**src/rtl/assert_macros.svh**
```systemverilog
// Assertion helpers shared by the RTL; clock is clk, reset is rst.
`ifndef ASSERT_MACROS_SVH
`define ASSERT_MACROS_SVH

// Same-cycle implication.
`define AST_NOW(label, ante, cons, msg) \
  label: assert property (@(posedge clk) disable iff (rst) (ante) |-> (cons)) \
    else $error(msg);

// Next-cycle implication.
`define AST_NEXT(label, ante, cons, msg) \
  label: assert property (@(posedge clk) disable iff (rst) (ante) |=> (cons)) \
    else $error(msg);

`endif

```
**src/rtl/fba_pkg.sv**
```systemverilog
package fba_pkg;

  // One block table entry as stored in memory
  typedef struct packed {
    logic        free;
    logic [14:0] size;
    logic [15:0] addr;
  } entry_t;

  localparam int ENTRY_W = 32;

  // Largest block size in words
  localparam logic [14:0] SIZE_MAX = 15'h7fff;

  // Request modes
  localparam logic [1:0] MODE_ALLOC = 2'd0;
  localparam logic [1:0] MODE_FREE  = 2'd1;
  localparam logic [1:0] MODE_QUERY = 2'd2;
  localparam logic [1:0] MODE_INIT  = 2'd3;

  // Result status codes
  localparam logic [1:0] ST_OK       = 2'd0;
  localparam logic [1:0] ST_NO_SPACE = 2'd1;
  localparam logic [1:0] ST_UNKNOWN  = 2'd2;
  localparam logic [1:0] ST_IS_FREE  = 2'd3;

endpackage

```
**src/rtl/fba_ram.sv**
```systemverilog
module fba_ram #(
  parameter int WIDTH = 32,
  parameter int DEPTH = 64,
  localparam int AW = (DEPTH > 1) ? $clog2(DEPTH) : 1
) (
  input  logic             clk,
  input  logic             we,
  input  logic [AW-1:0]    waddr,
  input  logic [WIDTH-1:0] wdata,
  input  logic [AW-1:0]    raddr,
  output logic [WIDTH-1:0] rdata
);

  logic [WIDTH-1:0] mem [DEPTH];

  // Write port and registered read port
  always_ff @(posedge clk) begin
    if (we) begin
      mem[waddr] <= wdata;
    end
    rdata <= mem[raddr];
  end

endmodule

```
**src/rtl/first_fit_block_allocator_unit.sv**
```systemverilog
// Channel   | Signals                                          | Handshake
// ----------+--------------------------------------------------+------------------------------
// request   | mode, item_count, type_length, block_address     | start && !busy
// result    | status, result_address, result_size              | done, one cycle, no stall
// config    | chunk_limit                                      | cfg_valid && cfg_ready
//
// One request at a time. Allocate or init appends when the block fits under capacity, else
// takes the first free entry that fits, shifting entries up on a split, else grows capacity
// by chunks and appends. Free and query search the table by address; free merges with free
// neighbours and shifts entries down to close the gap. Table entries are read one at a time.
// Synchronous reset clears counters and marks; the table needs no clearing pass.
// The result receiver cannot stall; busy falls in the cycle done is shown.
// Configuration is taken only while idle. CHUNK_WORDS must be a power of two.
`include "assert_macros.svh"

module first_fit_block_allocator_unit #(
  parameter int MAX_BLOCKS      = 64,
  parameter int CHUNK_WORDS     = 256,
  parameter int MAX_CHUNK_COUNT = 64
) (
  input  logic        clk,
  input  logic        rst,
  input  logic        start,
  output logic        busy,
  input  logic [1:0]  mode,
  input  logic [14:0] item_count,
  input  logic [7:0]  type_length,
  input  logic [15:0] block_address,
  output logic        done,
  output logic [1:0]  status,
  output logic [15:0] result_address,
  output logic [14:0] result_size,
  input  logic        cfg_valid,
  output logic        cfg_ready,
  input  logic [6:0]  chunk_limit
);

  localparam int IW  = (MAX_BLOCKS > 1) ? $clog2(MAX_BLOCKS) : 1;
  localparam int CW  = $clog2(MAX_BLOCKS + 1);
  localparam int CLG = $clog2(CHUNK_WORDS);
  localparam logic [CW-1:0] MAX_N = CW'(MAX_BLOCKS);
  localparam logic [17:0] MCC = 18'(MAX_CHUNK_COUNT);

  localparam logic [4:0] S_IDLE     = 5'd0;
  localparam logic [4:0] S_PREP     = 5'd1;
  localparam logic [4:0] S_APPEND   = 5'd2;
  localparam logic [4:0] S_SCAN_RD  = 5'd3;
  localparam logic [4:0] S_SCAN_CHK = 5'd4;
  localparam logic [4:0] S_UP_RD    = 5'd5;
  localparam logic [4:0] S_UP_WR    = 5'd6;
  localparam logic [4:0] S_SPLIT_HI = 5'd7;
  localparam logic [4:0] S_SPLIT_LO = 5'd8;
  localparam logic [4:0] S_GROW     = 5'd9;
  localparam logic [4:0] S_GROW2    = 5'd10;
  localparam logic [4:0] S_FIND_RD  = 5'd11;
  localparam logic [4:0] S_FIND_CHK = 5'd12;
  localparam logic [4:0] S_NEXT_RD  = 5'd13;
  localparam logic [4:0] S_NEXT_CHK = 5'd14;
  localparam logic [4:0] S_MERGE    = 5'd15;
  localparam logic [4:0] S_DN_RD    = 5'd16;
  localparam logic [4:0] S_DN_WR    = 5'd17;

  logic [4:0]  state;
  logic [1:0]  op_mode;
  logic [14:0] req_count;
  logic [7:0]  req_tlen;
  logic [15:0] req_addr;
  logic [14:0] req_size;
  logic [CW-1:0] block_count;
  logic [15:0] end_mark;
  logic [15:0] capacity;
  logic [6:0]  cfg_limit;
  logic [CW-1:0] idx;
  logic [CW-1:0] shift_idx;
  logic [CW-1:0] hit_idx;
  logic [1:0]  erase_n;
  logic [16:0] need;
  logic        next_ok;
  fba_pkg::entry_t cur_entry;
  fba_pkg::entry_t prev_entry;
  fba_pkg::entry_t next_entry;

  logic        ram_we;
  logic [IW-1:0] ram_waddr;
  logic [IW-1:0] ram_raddr;
  fba_pkg::entry_t ram_wdata;
  fba_pkg::entry_t ram_rdata;

  // Request size and placement checks
  logic [22:0] prod;
  logic        fits_above;
  logic        table_full;
  logic [15:0] dsize;
  logic [16:0] need_calc;
  logic [17:0] chunk_sum;
  logic [17:0] limit_eff;
  logic [32:0] new_cap;
  logic        scan_hit;

  // Merge arithmetic
  logic        merge_prev;
  logic        merge_next;
  logic [15:0] sum_prev;
  logic [14:0] msize;
  logic [15:0] maddr;
  logic [15:0] sum_next;
  logic [14:0] fsize;
  logic [CW-1:0] win_idx;
  logic [1:0]  erase_calc;
  logic [CW-1:0] dn_src;

  assign busy      = (state != S_IDLE);
  assign cfg_ready = (state == S_IDLE);

  always_comb begin
    if (op_mode == fba_pkg::MODE_INIT) begin
      prod = {8'd0, req_count};
    end else begin
      prod = {8'd0, req_count} * {15'd0, req_tlen};
    end
    fits_above = ({2'b0, req_size} + {1'b0, end_mark}) <= {1'b0, capacity};
    table_full = (block_count >= MAX_N);
    dsize      = {1'b0, req_size} - (capacity - end_mark);
    need_calc  = ({1'b0, dsize} + 17'(CHUNK_WORDS - 1)) >> CLG;
    chunk_sum  = 18'(capacity >> CLG) + {1'b0, need};
    limit_eff  = ({11'd0, cfg_limit} < MCC) ? {11'd0, cfg_limit} : MCC;
    new_cap    = {17'd0, capacity} + ({16'd0, need} << CLG);
    scan_hit   = ram_rdata.free && (ram_rdata.size >= req_size);

    merge_prev = (hit_idx != '0) && prev_entry.free;
    sum_prev   = {1'b0, prev_entry.size} + {1'b0, cur_entry.size};
    merge_prev = merge_prev && (sum_prev <= {1'b0, fba_pkg::SIZE_MAX});
    msize      = merge_prev ? sum_prev[14:0] : cur_entry.size;
    maddr      = merge_prev ? prev_entry.addr : cur_entry.addr;
    sum_next   = {1'b0, next_entry.size} + {1'b0, msize};
    merge_next = next_ok && next_entry.free && (sum_next <= {1'b0, fba_pkg::SIZE_MAX});
    fsize      = merge_next ? sum_next[14:0] : msize;
    win_idx    = merge_prev ? hit_idx - CW'(1) : hit_idx;
    erase_calc = {1'b0, merge_prev} + {1'b0, merge_next};
    dn_src     = shift_idx + {{(CW-2){1'b0}}, erase_n};
  end

  // Memory port control per state
  always_comb begin
    ram_we    = 1'b0;
    ram_waddr = '0;
    ram_wdata = ram_rdata;
    ram_raddr = '0;
    case (state)
      S_APPEND: begin
        ram_we    = 1'b1;
        ram_waddr = block_count[IW-1:0];
        ram_wdata = '{free: 1'b0, size: req_size, addr: end_mark};
      end
      S_SCAN_RD: ram_raddr = idx[IW-1:0];
      S_SCAN_CHK: begin
        ram_we    = scan_hit && (ram_rdata.size == req_size);
        ram_waddr = idx[IW-1:0];
        ram_wdata = '{free: 1'b0, size: req_size, addr: ram_rdata.addr};
      end
      S_UP_RD: ram_raddr = IW'(shift_idx - CW'(1));
      S_UP_WR: begin
        ram_we    = 1'b1;
        ram_waddr = shift_idx[IW-1:0];
      end
      S_SPLIT_HI: begin
        ram_we    = 1'b1;
        ram_waddr = IW'(hit_idx + CW'(1));
        ram_wdata = '{free: 1'b1, size: cur_entry.size - req_size,
                      addr: cur_entry.addr + {1'b0, req_size}};
      end
      S_SPLIT_LO: begin
        ram_we    = 1'b1;
        ram_waddr = hit_idx[IW-1:0];
        ram_wdata = '{free: 1'b0, size: req_size, addr: cur_entry.addr};
      end
      S_FIND_RD: ram_raddr = idx[IW-1:0];
      S_NEXT_RD: ram_raddr = IW'(hit_idx + CW'(1));
      S_MERGE: begin
        ram_we    = 1'b1;
        ram_waddr = win_idx[IW-1:0];
        ram_wdata = '{free: 1'b1, size: fsize, addr: maddr};
      end
      S_DN_RD: ram_raddr = dn_src[IW-1:0];
      S_DN_WR: begin
        ram_we    = 1'b1;
        ram_waddr = shift_idx[IW-1:0];
      end
      default: ;
    endcase
  end

  fba_ram #(
    .WIDTH(fba_pkg::ENTRY_W),
    .DEPTH(MAX_BLOCKS)
  ) u_table (
    .clk  (clk),
    .we   (ram_we),
    .waddr(ram_waddr),
    .wdata(ram_wdata),
    .raddr(ram_raddr),
    .rdata(ram_rdata)
  );

  // Configuration register
  always_ff @(posedge clk) begin
    if (rst) begin
      cfg_limit <= 7'd64;
    end else if (cfg_valid && cfg_ready) begin
      cfg_limit <= chunk_limit;
    end
  end

  // Request sequencer
  always_ff @(posedge clk) begin
    if (rst) begin
      state       <= S_IDLE;
      done        <= 1'b0;
      block_count <= '0;
      end_mark    <= '0;
      capacity    <= '0;
    end else begin
      done <= 1'b0;
      case (state)
        S_IDLE: begin
          if (start) begin
            op_mode   <= mode;
            req_count <= item_count;
            req_tlen  <= type_length;
            req_addr  <= block_address;
            idx       <= '0;
            if (mode == fba_pkg::MODE_INIT) begin
              block_count <= '0;
              end_mark    <= '0;
              capacity    <= '0;
            end
            if (mode == fba_pkg::MODE_FREE || mode == fba_pkg::MODE_QUERY) begin
              state <= S_FIND_RD;
            end else begin
              state <= S_PREP;
            end
          end
        end
        S_PREP: begin
          req_size <= prod[14:0];
          if (prod > {8'd0, fba_pkg::SIZE_MAX}) begin
            state <= S_IDLE;
            done  <= 1'b1;
            status <= fba_pkg::ST_NO_SPACE;
            result_address <= '0;
            result_size    <= '0;
          end else begin
            state <= S_SCAN_RD;
          end
        end
        S_SCAN_RD: begin
          // First pass decides between append and scan
          if (idx == '0 && fits_above) begin
            if (table_full) begin
              state <= S_IDLE;
              done  <= 1'b1;
              status <= fba_pkg::ST_NO_SPACE;
              result_address <= '0;
              result_size    <= '0;
            end else begin
              state <= S_APPEND;
            end
          end else if (idx == block_count) begin
            state <= S_GROW;
          end else begin
            state <= S_SCAN_CHK;
          end
        end
        S_SCAN_CHK: begin
          if (scan_hit) begin
            cur_entry <= ram_rdata;
            hit_idx   <= idx;
            shift_idx <= block_count;
            if (ram_rdata.size == req_size) begin
              state <= S_IDLE;
              done  <= 1'b1;
              status <= fba_pkg::ST_OK;
              result_address <= ram_rdata.addr;
              result_size    <= req_size;
            end else if (table_full) begin
              state <= S_IDLE;
              done  <= 1'b1;
              status <= fba_pkg::ST_NO_SPACE;
              result_address <= '0;
              result_size    <= '0;
            end else begin
              state <= S_UP_RD;
            end
          end else begin
            idx   <= idx + CW'(1);
            state <= S_SCAN_RD;
          end
        end
        S_UP_RD: begin
          if (shift_idx == hit_idx + CW'(1)) begin
            state <= S_SPLIT_HI;
          end else begin
            state <= S_UP_WR;
          end
        end
        S_UP_WR: begin
          shift_idx <= shift_idx - CW'(1);
          state     <= S_UP_RD;
        end
        S_SPLIT_HI: state <= S_SPLIT_LO;
        S_SPLIT_LO: begin
          block_count <= block_count + CW'(1);
          state  <= S_IDLE;
          done   <= 1'b1;
          status <= fba_pkg::ST_OK;
          result_address <= cur_entry.addr;
          result_size    <= req_size;
        end
        S_GROW: begin
          need <= need_calc;
          if (table_full) begin
            state <= S_IDLE;
            done  <= 1'b1;
            status <= fba_pkg::ST_NO_SPACE;
            result_address <= '0;
            result_size    <= '0;
          end else begin
            state <= S_GROW2;
          end
        end
        S_GROW2: begin
          if (chunk_sum > limit_eff || new_cap > 33'h0ffff) begin
            state <= S_IDLE;
            done  <= 1'b1;
            status <= fba_pkg::ST_NO_SPACE;
            result_address <= '0;
            result_size    <= '0;
          end else begin
            capacity <= new_cap[15:0];
            state    <= S_APPEND;
          end
        end
        S_APPEND: begin
          block_count <= block_count + CW'(1);
          end_mark    <= end_mark + {1'b0, req_size};
          state  <= S_IDLE;
          done   <= 1'b1;
          status <= fba_pkg::ST_OK;
          result_address <= end_mark;
          result_size    <= req_size;
        end
        S_FIND_RD: begin
          if (idx == block_count) begin
            state <= S_IDLE;
            done  <= 1'b1;
            status <= fba_pkg::ST_UNKNOWN;
            result_address <= '0;
            result_size    <= '0;
          end else begin
            state <= S_FIND_CHK;
          end
        end
        S_FIND_CHK: begin
          if (ram_rdata.addr == req_addr) begin
            cur_entry <= ram_rdata;
            hit_idx   <= idx;
            result_address <= '0;
            if (ram_rdata.free) begin
              state <= S_IDLE;
              done  <= 1'b1;
              status <= fba_pkg::ST_IS_FREE;
              result_size <= '0;
            end else if (op_mode == fba_pkg::MODE_QUERY) begin
              state <= S_IDLE;
              done  <= 1'b1;
              status <= fba_pkg::ST_OK;
              result_size <= ram_rdata.size;
            end else begin
              state <= S_NEXT_RD;
            end
          end else begin
            prev_entry <= ram_rdata;
            idx   <= idx + CW'(1);
            state <= S_FIND_RD;
          end
        end
        S_NEXT_RD: begin
          next_ok <= (hit_idx + CW'(1)) < block_count;
          state   <= S_NEXT_CHK;
        end
        S_NEXT_CHK: begin
          next_entry <= ram_rdata;
          state      <= S_MERGE;
        end
        S_MERGE: begin
          // Write merged entry, then close the gap left behind
          erase_n   <= erase_calc;
          shift_idx <= win_idx + CW'(1);
          if (erase_calc == 2'd0) begin
            state  <= S_IDLE;
            done   <= 1'b1;
            status <= fba_pkg::ST_OK;
            result_size <= cur_entry.size;
          end else begin
            state <= S_DN_RD;
          end
        end
        S_DN_RD: begin
          if (dn_src >= block_count) begin
            block_count <= block_count - {{(CW-2){1'b0}}, erase_n};
            state  <= S_IDLE;
            done   <= 1'b1;
            status <= fba_pkg::ST_OK;
            result_size <= cur_entry.size;
          end else begin
            state <= S_DN_WR;
          end
        end
        S_DN_WR: begin
          shift_idx <= shift_idx + CW'(1);
          state     <= S_DN_RD;
        end
        default: state <= S_IDLE;
      endcase
    end
  end

  `AST_NOW(a_done_idle, done, !busy, "result shown while still busy")
  `AST_NOW(a_count_range, 1'b1, block_count <= MAX_N, "block count past table depth")
  `AST_NOW(a_end_in_cap, 1'b1, end_mark <= capacity, "end mark above capacity")
  `AST_NEXT(a_accept_busy, start && !busy, busy, "accepted transaction not in progress")

endmodule

```
**config.mk**
```make
export PLATFORM = sky130hd
export DESIGN_NAME = first_fit_block_allocator_unit
export DESIGN_NICKNAME = d
export VERILOG_FILES = /design/src/rtl/fba_pkg.sv /design/src/rtl/fba_ram.sv /design/src/rtl/first_fit_block_allocator_unit.sv
export VERILOG_INCLUDE_DIRS = /design/src /design/src/rtl
export SDC_FILE = /design/constraint.sdc
export NUM_CORES = 2
export LEC_CHECK = 0
export ABC_CLOCK_PERIOD_IN_PS = 10100
export BUFFER_PORTS_ARGS = -buffer_cell sky130_fd_sc_hd__buf_2
export CAP_MARGIN = 15
export CORE_MARGIN = 5
export CORE_UTILIZATION = 40
export DETAILED_ROUTE_END_ITERATION = 8
export PLACE_DENSITY = 0.6
export SYNTH_ARGS = -nofsm -noshare
export SYNTH_HDL_FRONTEND = slang
export SYNTH_HIERARCHICAL = 1
export SYNTH_SLANG_ARGS = --single-unit
```
**constraint.sdc**
```tcl
create_clock -name clk -period 10.1 [get_ports clk]
set_input_delay 0 -clock clk [delete_from_list [all_inputs] [get_ports clk]]
set_output_delay 0 -clock clk [all_outputs]
set_load 0.03 [all_outputs]
```
==> summary.txt <==
=====================================================================================================
Arrival time of data at the critical path endpoint                                            8310 ps
Status                                                                                   finished, final reports clean
Most common cell after layout, fill and taps aside                                       sky130_fd_sc_hd__edfxtp_1
Post-CTS Resized                                                                                    0
Cell area after layout                                                                     115000 um2
Pins Over Slew Limit                                                                                0
Initial antenna violation count                                                                    23
HPWL Detailed                                                                               176000 um
Fill cell instance count of the final layout                                                    21300
Mux cell area share after synthesis                                                             0.123
EDFF count, synth                                                                                2249
Share of the synthesized netlist area taken by xor and xnor gates                              0.0136
Net count reported at finish                                                                     6552
Final critical path time including I/O delays and setup                                       7700 ps
Critical Path End Type                                                                       register
Post-synthesis share of cell area spent on full adders, half adders and majority gates         0.0449
Root Buffer Master                                                                       sky130_fd_sc_hd__clkbuf_16
Post-synthesis sequential area ratio                                                            0.684
Mapped Area                                                                                101000 um2
Share of synthesized registers carrying an async set or reset                                       0
Maximum clock skew at final layout                                                             118 ps
Effective utilization at floorplan                                                              0.402
Relative slew margins                                                                           0.145
Final Hold Violating Endpoints                                                                      0
Area growth from synthesis to final layout                                                      14.0%
Standard-cell row count                                                                           184
DRC                                                                                                 0
Average wire length per cell after detail routing                                             30.0 um
Drt via density                                                                                  5.91
Total Wirelength                                                                            292000 um
Synth warn                                                                                          6
Transition time at the pin with the least slew margin                                         1280 ps
H-tree depth                                                                                        4
Die Outline Area                                                                           262000 um2
Required arrival time at the worst endpoint                                                  10710 ps
Synth Flop Type                                                                          sky130_fd_sc_hd__edfxtp_1
Hold crit path type                                                                            in2reg
Buffers from clock root to sink, at most                                                            3
Sum Neg Setup Slack                                                                              0 ps
Cell type contributing the most total cell area after synthesis                          sky130_fd_sc_hd__edfxtp_1
Post-Synthesis Mean Instance Area                                                            17.2 um2
First-pass GRT wire length                                                                  418000 um
Number of cells in the finished layout apart from fillers                                        9753
Area of the core region                                                                    251000 um2
Crit-path max FO                                                                                   46
Post-synthesis instance total                                                                    5865
Sinks on Clock Net                                                                               2325
Reg clk slew, reported paths                                                                    60 ps
I/O pin cnt                                                                                        88
Synthesized flop and latch total                                                                 2325
# placed instances                                                                               9198
Total iterations of the first detailed-routing run                                                  7
Global route overflow                                                                               0
Leading post-synthesis cells by cell area                                                sky130_fd_sc_hd__edfxtp_1 67%, sky130_fd_sc_hd__mux4_2 10%, sky130_fd_sc_hd__ha_1 2.6%
Simple-gate share of the synthesized area                                                      0.0473
# setup viols final                                                                                 0
Ratio of cells with drive above 1 in the final layout                                           0.191
Setup Slack @ Placement                                                                       2480 ps
Final weighted congestion of routability-driven global placement                                0.917
Number of setup buffers added after CTS                                                             0
# port buffers                                                                                     87
Maximum ir drop on the vdd rail                                                              0.263 mV
Overall die height                                                                             512 um
Start-to-end type of the worst setup path                                                     reg2reg
Antenna-violating nets left                                                                         0
Number of library cell types mapped by synthesis                                                   94
Highest attainable clock frequency                                                            130 MHz
Global routing usage summed across all routing layers                                           0.219
Compound-gate portion of the synthesized area                                                  0.0624
Power per cell area                                                                        263 nW/um2
Share of the synthesized area in the top cell type                                              0.669
Commonest non-fill, non-tap cells in the layout                                          2249 x sky130_fd_sc_hd__edfxtp_1, 446 x sky130_fd_sc_hd__mux4_2, 300 x sky130_fd_sc_hd__nand2_1, 230 x sky130_fd_sc_hd__clkbuf_16, 227 x sky130_fd_sc_hd__mux2i_1
Post-route setup slack                                                                        2400 ps
Startpoint kind of the worst setup timing path                                               register
Max-capacitance violation count                                                                     0
Clock insertion delay at the later pin of the skew report                                      910 ps
Tcrit/Tclk final                                                                                0.763
Maximum number of pins on one net before global-route repair                                       87
Number of DRC markers after the initial detailed-route iteration                                 7096
Dominant combinational cell family by area after synthesis                               multiplexers
Area post-placement                                                                        106000 um2
Lkg Pwr                                                                                     0.0370 uW
Syn Nets                                                                                         6223
Die X-Extent                                                                                   512 um
Total clock buffers created by CTS                                                                230
Vias post-DR                                                                                    57600
Unrepaired setup endpoints after global routing                                                    no
Clock tree from TritonCTS                                                                        done
Vias in the first global route                                                                  56900
=====================================================================================================
layout make-up:
| cell class | count | area, um2 | share of cell area |
|---|---|---|---|
| flip-flops and latches | 2325 | 69100 | 0.600 |
| multi-input cells | 3034 | 30300 | 0.264 |
| clock buffers | 285 | 6030 | 0.0524 |
| well taps | 3348 | 4190 | 0.0364 |
| repair buffers | 394 | 3090 | 0.0269 |
| clock inverters | 149 | 1510 | 0.0131 |
| inverters | 209 | 797 | 0.00693 |
| diodes | 9 | 22.5 | 0.000196 |
synth_stat cells, types with 28 or more instances:
master                     count
sky130_fd_sc_hd__a21oi_1     160
sky130_fd_sc_hd__mux4_2      446
sky130_fd_sc_hd__buf_6        35
sky130_fd_sc_hd__nand3_1     101
sky130_fd_sc_hd__nand2_1     302
sky130_fd_sc_hd__o22ai_1      51
sky130_fd_sc_hd__edfxtp_1   2249
sky130_fd_sc_hd__a21o_1       33
sky130_fd_sc_hd__buf_2        60
sky130_fd_sc_hd__buf_4        29
sky130_fd_sc_hd__a211oi_1     36
sky130_fd_sc_hd__nand2b_1     36
sky130_fd_sc_hd__o221ai_1     28
sky130_fd_sc_hd__o21ai_0     137
sky130_fd_sc_hd__dfxtp_1      76
sky130_fd_sc_hd__xor2_1       84
sky130_fd_sc_hd__clkbuf_1    149
sky130_fd_sc_hd__a22oi_1     150
sky130_fd_sc_hd__and2_1       75
sky130_fd_sc_hd__nor2_1      242
sky130_fd_sc_hd__nor3_1       55
sky130_fd_sc_hd__xnor2_1      71
sky130_fd_sc_hd__a31oi_1      29
sky130_fd_sc_hd__ha_1        212
sky130_fd_sc_hd__inv_1       208
sky130_fd_sc_hd__mux2i_1     227
sky130_fd_sc_hd__o211ai_1     33
sky130_fd_sc_hd__nor2b_1      41
sky130_fd_sc_hd__a222oi_1     40
sky130_fd_sc_hd__fa_1         94
layer usage:
metal | part of all wire | global-route usage | vias to the layer above | wire [um]
li1 | - | - | 24100 | -
met1 | 0.41 | 0.311 | 30400 | 121000
met2 | 0.46 | 0.343 | 2628 | 135000
met3 | 0.088 | 0.0410 | 471 | 25700
met4 | 0.036 | 0.0705 | 6 | 10500
met5 | 0.00043 | 0 | - | 127
path summary, 6_finish.rpt:
check,start,end,slack [ps],cells after the start
min reg2reg,result_address[12]$_DFFE_PP_,result_address[12]$_DFFE_PP_,540,2
min,cfg_valid,cfg_limit[6]$_SDFFE_PP1P_,80,3
max reg2reg,cur_entry[17]$_DFFE_PP_,u_table/mem[24][24]$_DFFE_PP_,2400,18
max,cur_entry[17]$_DFFE_PP_,u_table/mem[24][24]$_DFFE_PP_,2400,18
worst max-delay path, stage by stage, from the launching register on:
cell,delay (ps)
sky130_fd_sc_hd__edfxtp_1,520
sky130_fd_sc_hd__ha_1,380
sky130_fd_sc_hd__a211oi_1,350
sky130_fd_sc_hd__o211ai_1,260
sky130_fd_sc_hd__nand4_1,170
sky130_fd_sc_hd__and3_1,740
sky130_fd_sc_hd__clkinv_8,400
sky130_fd_sc_hd__o21ai_0,550
sky130_fd_sc_hd__ha_1,340
sky130_fd_sc_hd__a21oi_1,190
sky130_fd_sc_hd__o22ai_1,100
sky130_fd_sc_hd__a21oi_1,210
sky130_fd_sc_hd__a31oi_1,170
sky130_fd_sc_hd__a31o_2,310
sky130_fd_sc_hd__a21o_1,190
sky130_fd_sc_hd__a21oi_2,860
sky130_fd_sc_hd__mux2i_1,260
sky130_fd_sc_hd__o21ai_4,900
sky130_fd_sc_hd__buf_4,500
cells by family after synthesis:
| group | Yosys count |
|---|---|
| buffers and inverters | 506 |
| flip-flops | 2325 |
| XOR/XNOR | 156 |
| AND/OR/NAND/NOR | 995 |
| AO/OA/AOI/OAI | 896 |
| adder cells (fa/ha/maj) | 306 |
| multiplexers | 679 |
| other | 2 |
through the flow:
step                utilization  hold slack, ps  total power [uW]
floorplan                     -            98.9             18600
global placement          0.423             179             21700
detailed placement        0.423             179             21900
CTS                       0.458            1.57             30400
global route              0.458            73.8             31600
finish                    0.458            75.0             30300
timing repair:
action,4_1_cts,5_1_grt
hold buffers,111,0
endpoints found under the hold margin,133,0
endpoints found under the setup margin,0,0
state kept, by name, indices dropped and copies added (netlist names), 2 cells and up:
signal / cells
state: 5
need: 9
u_table/rdata: 32
capacity: 8
req_tlen: 8
req_count: 15
idx: 7
status: 2
next_entry: 16
result_address: 16
req_addr: 16
prev_entry: 32
result_size: 15
u_table/mem: 2048
req_size: 15
shift_idx: 7
hit_idx: 7
erase_n: 2
end_mark: 16
block_count: 7
cur_entry: 31
cfg_limit: 7
op_mode: 2
report_power, final:
| part | switching, uW | internal [uW] |
|---|---|---|
| clock network | 3760 | 4700 |
| registers | 455 | 13300 |
| logic | 5770 | 2310 |
| total | 9990 | 20300 |
Note: power is estimated with default switching activity, not from simulation.
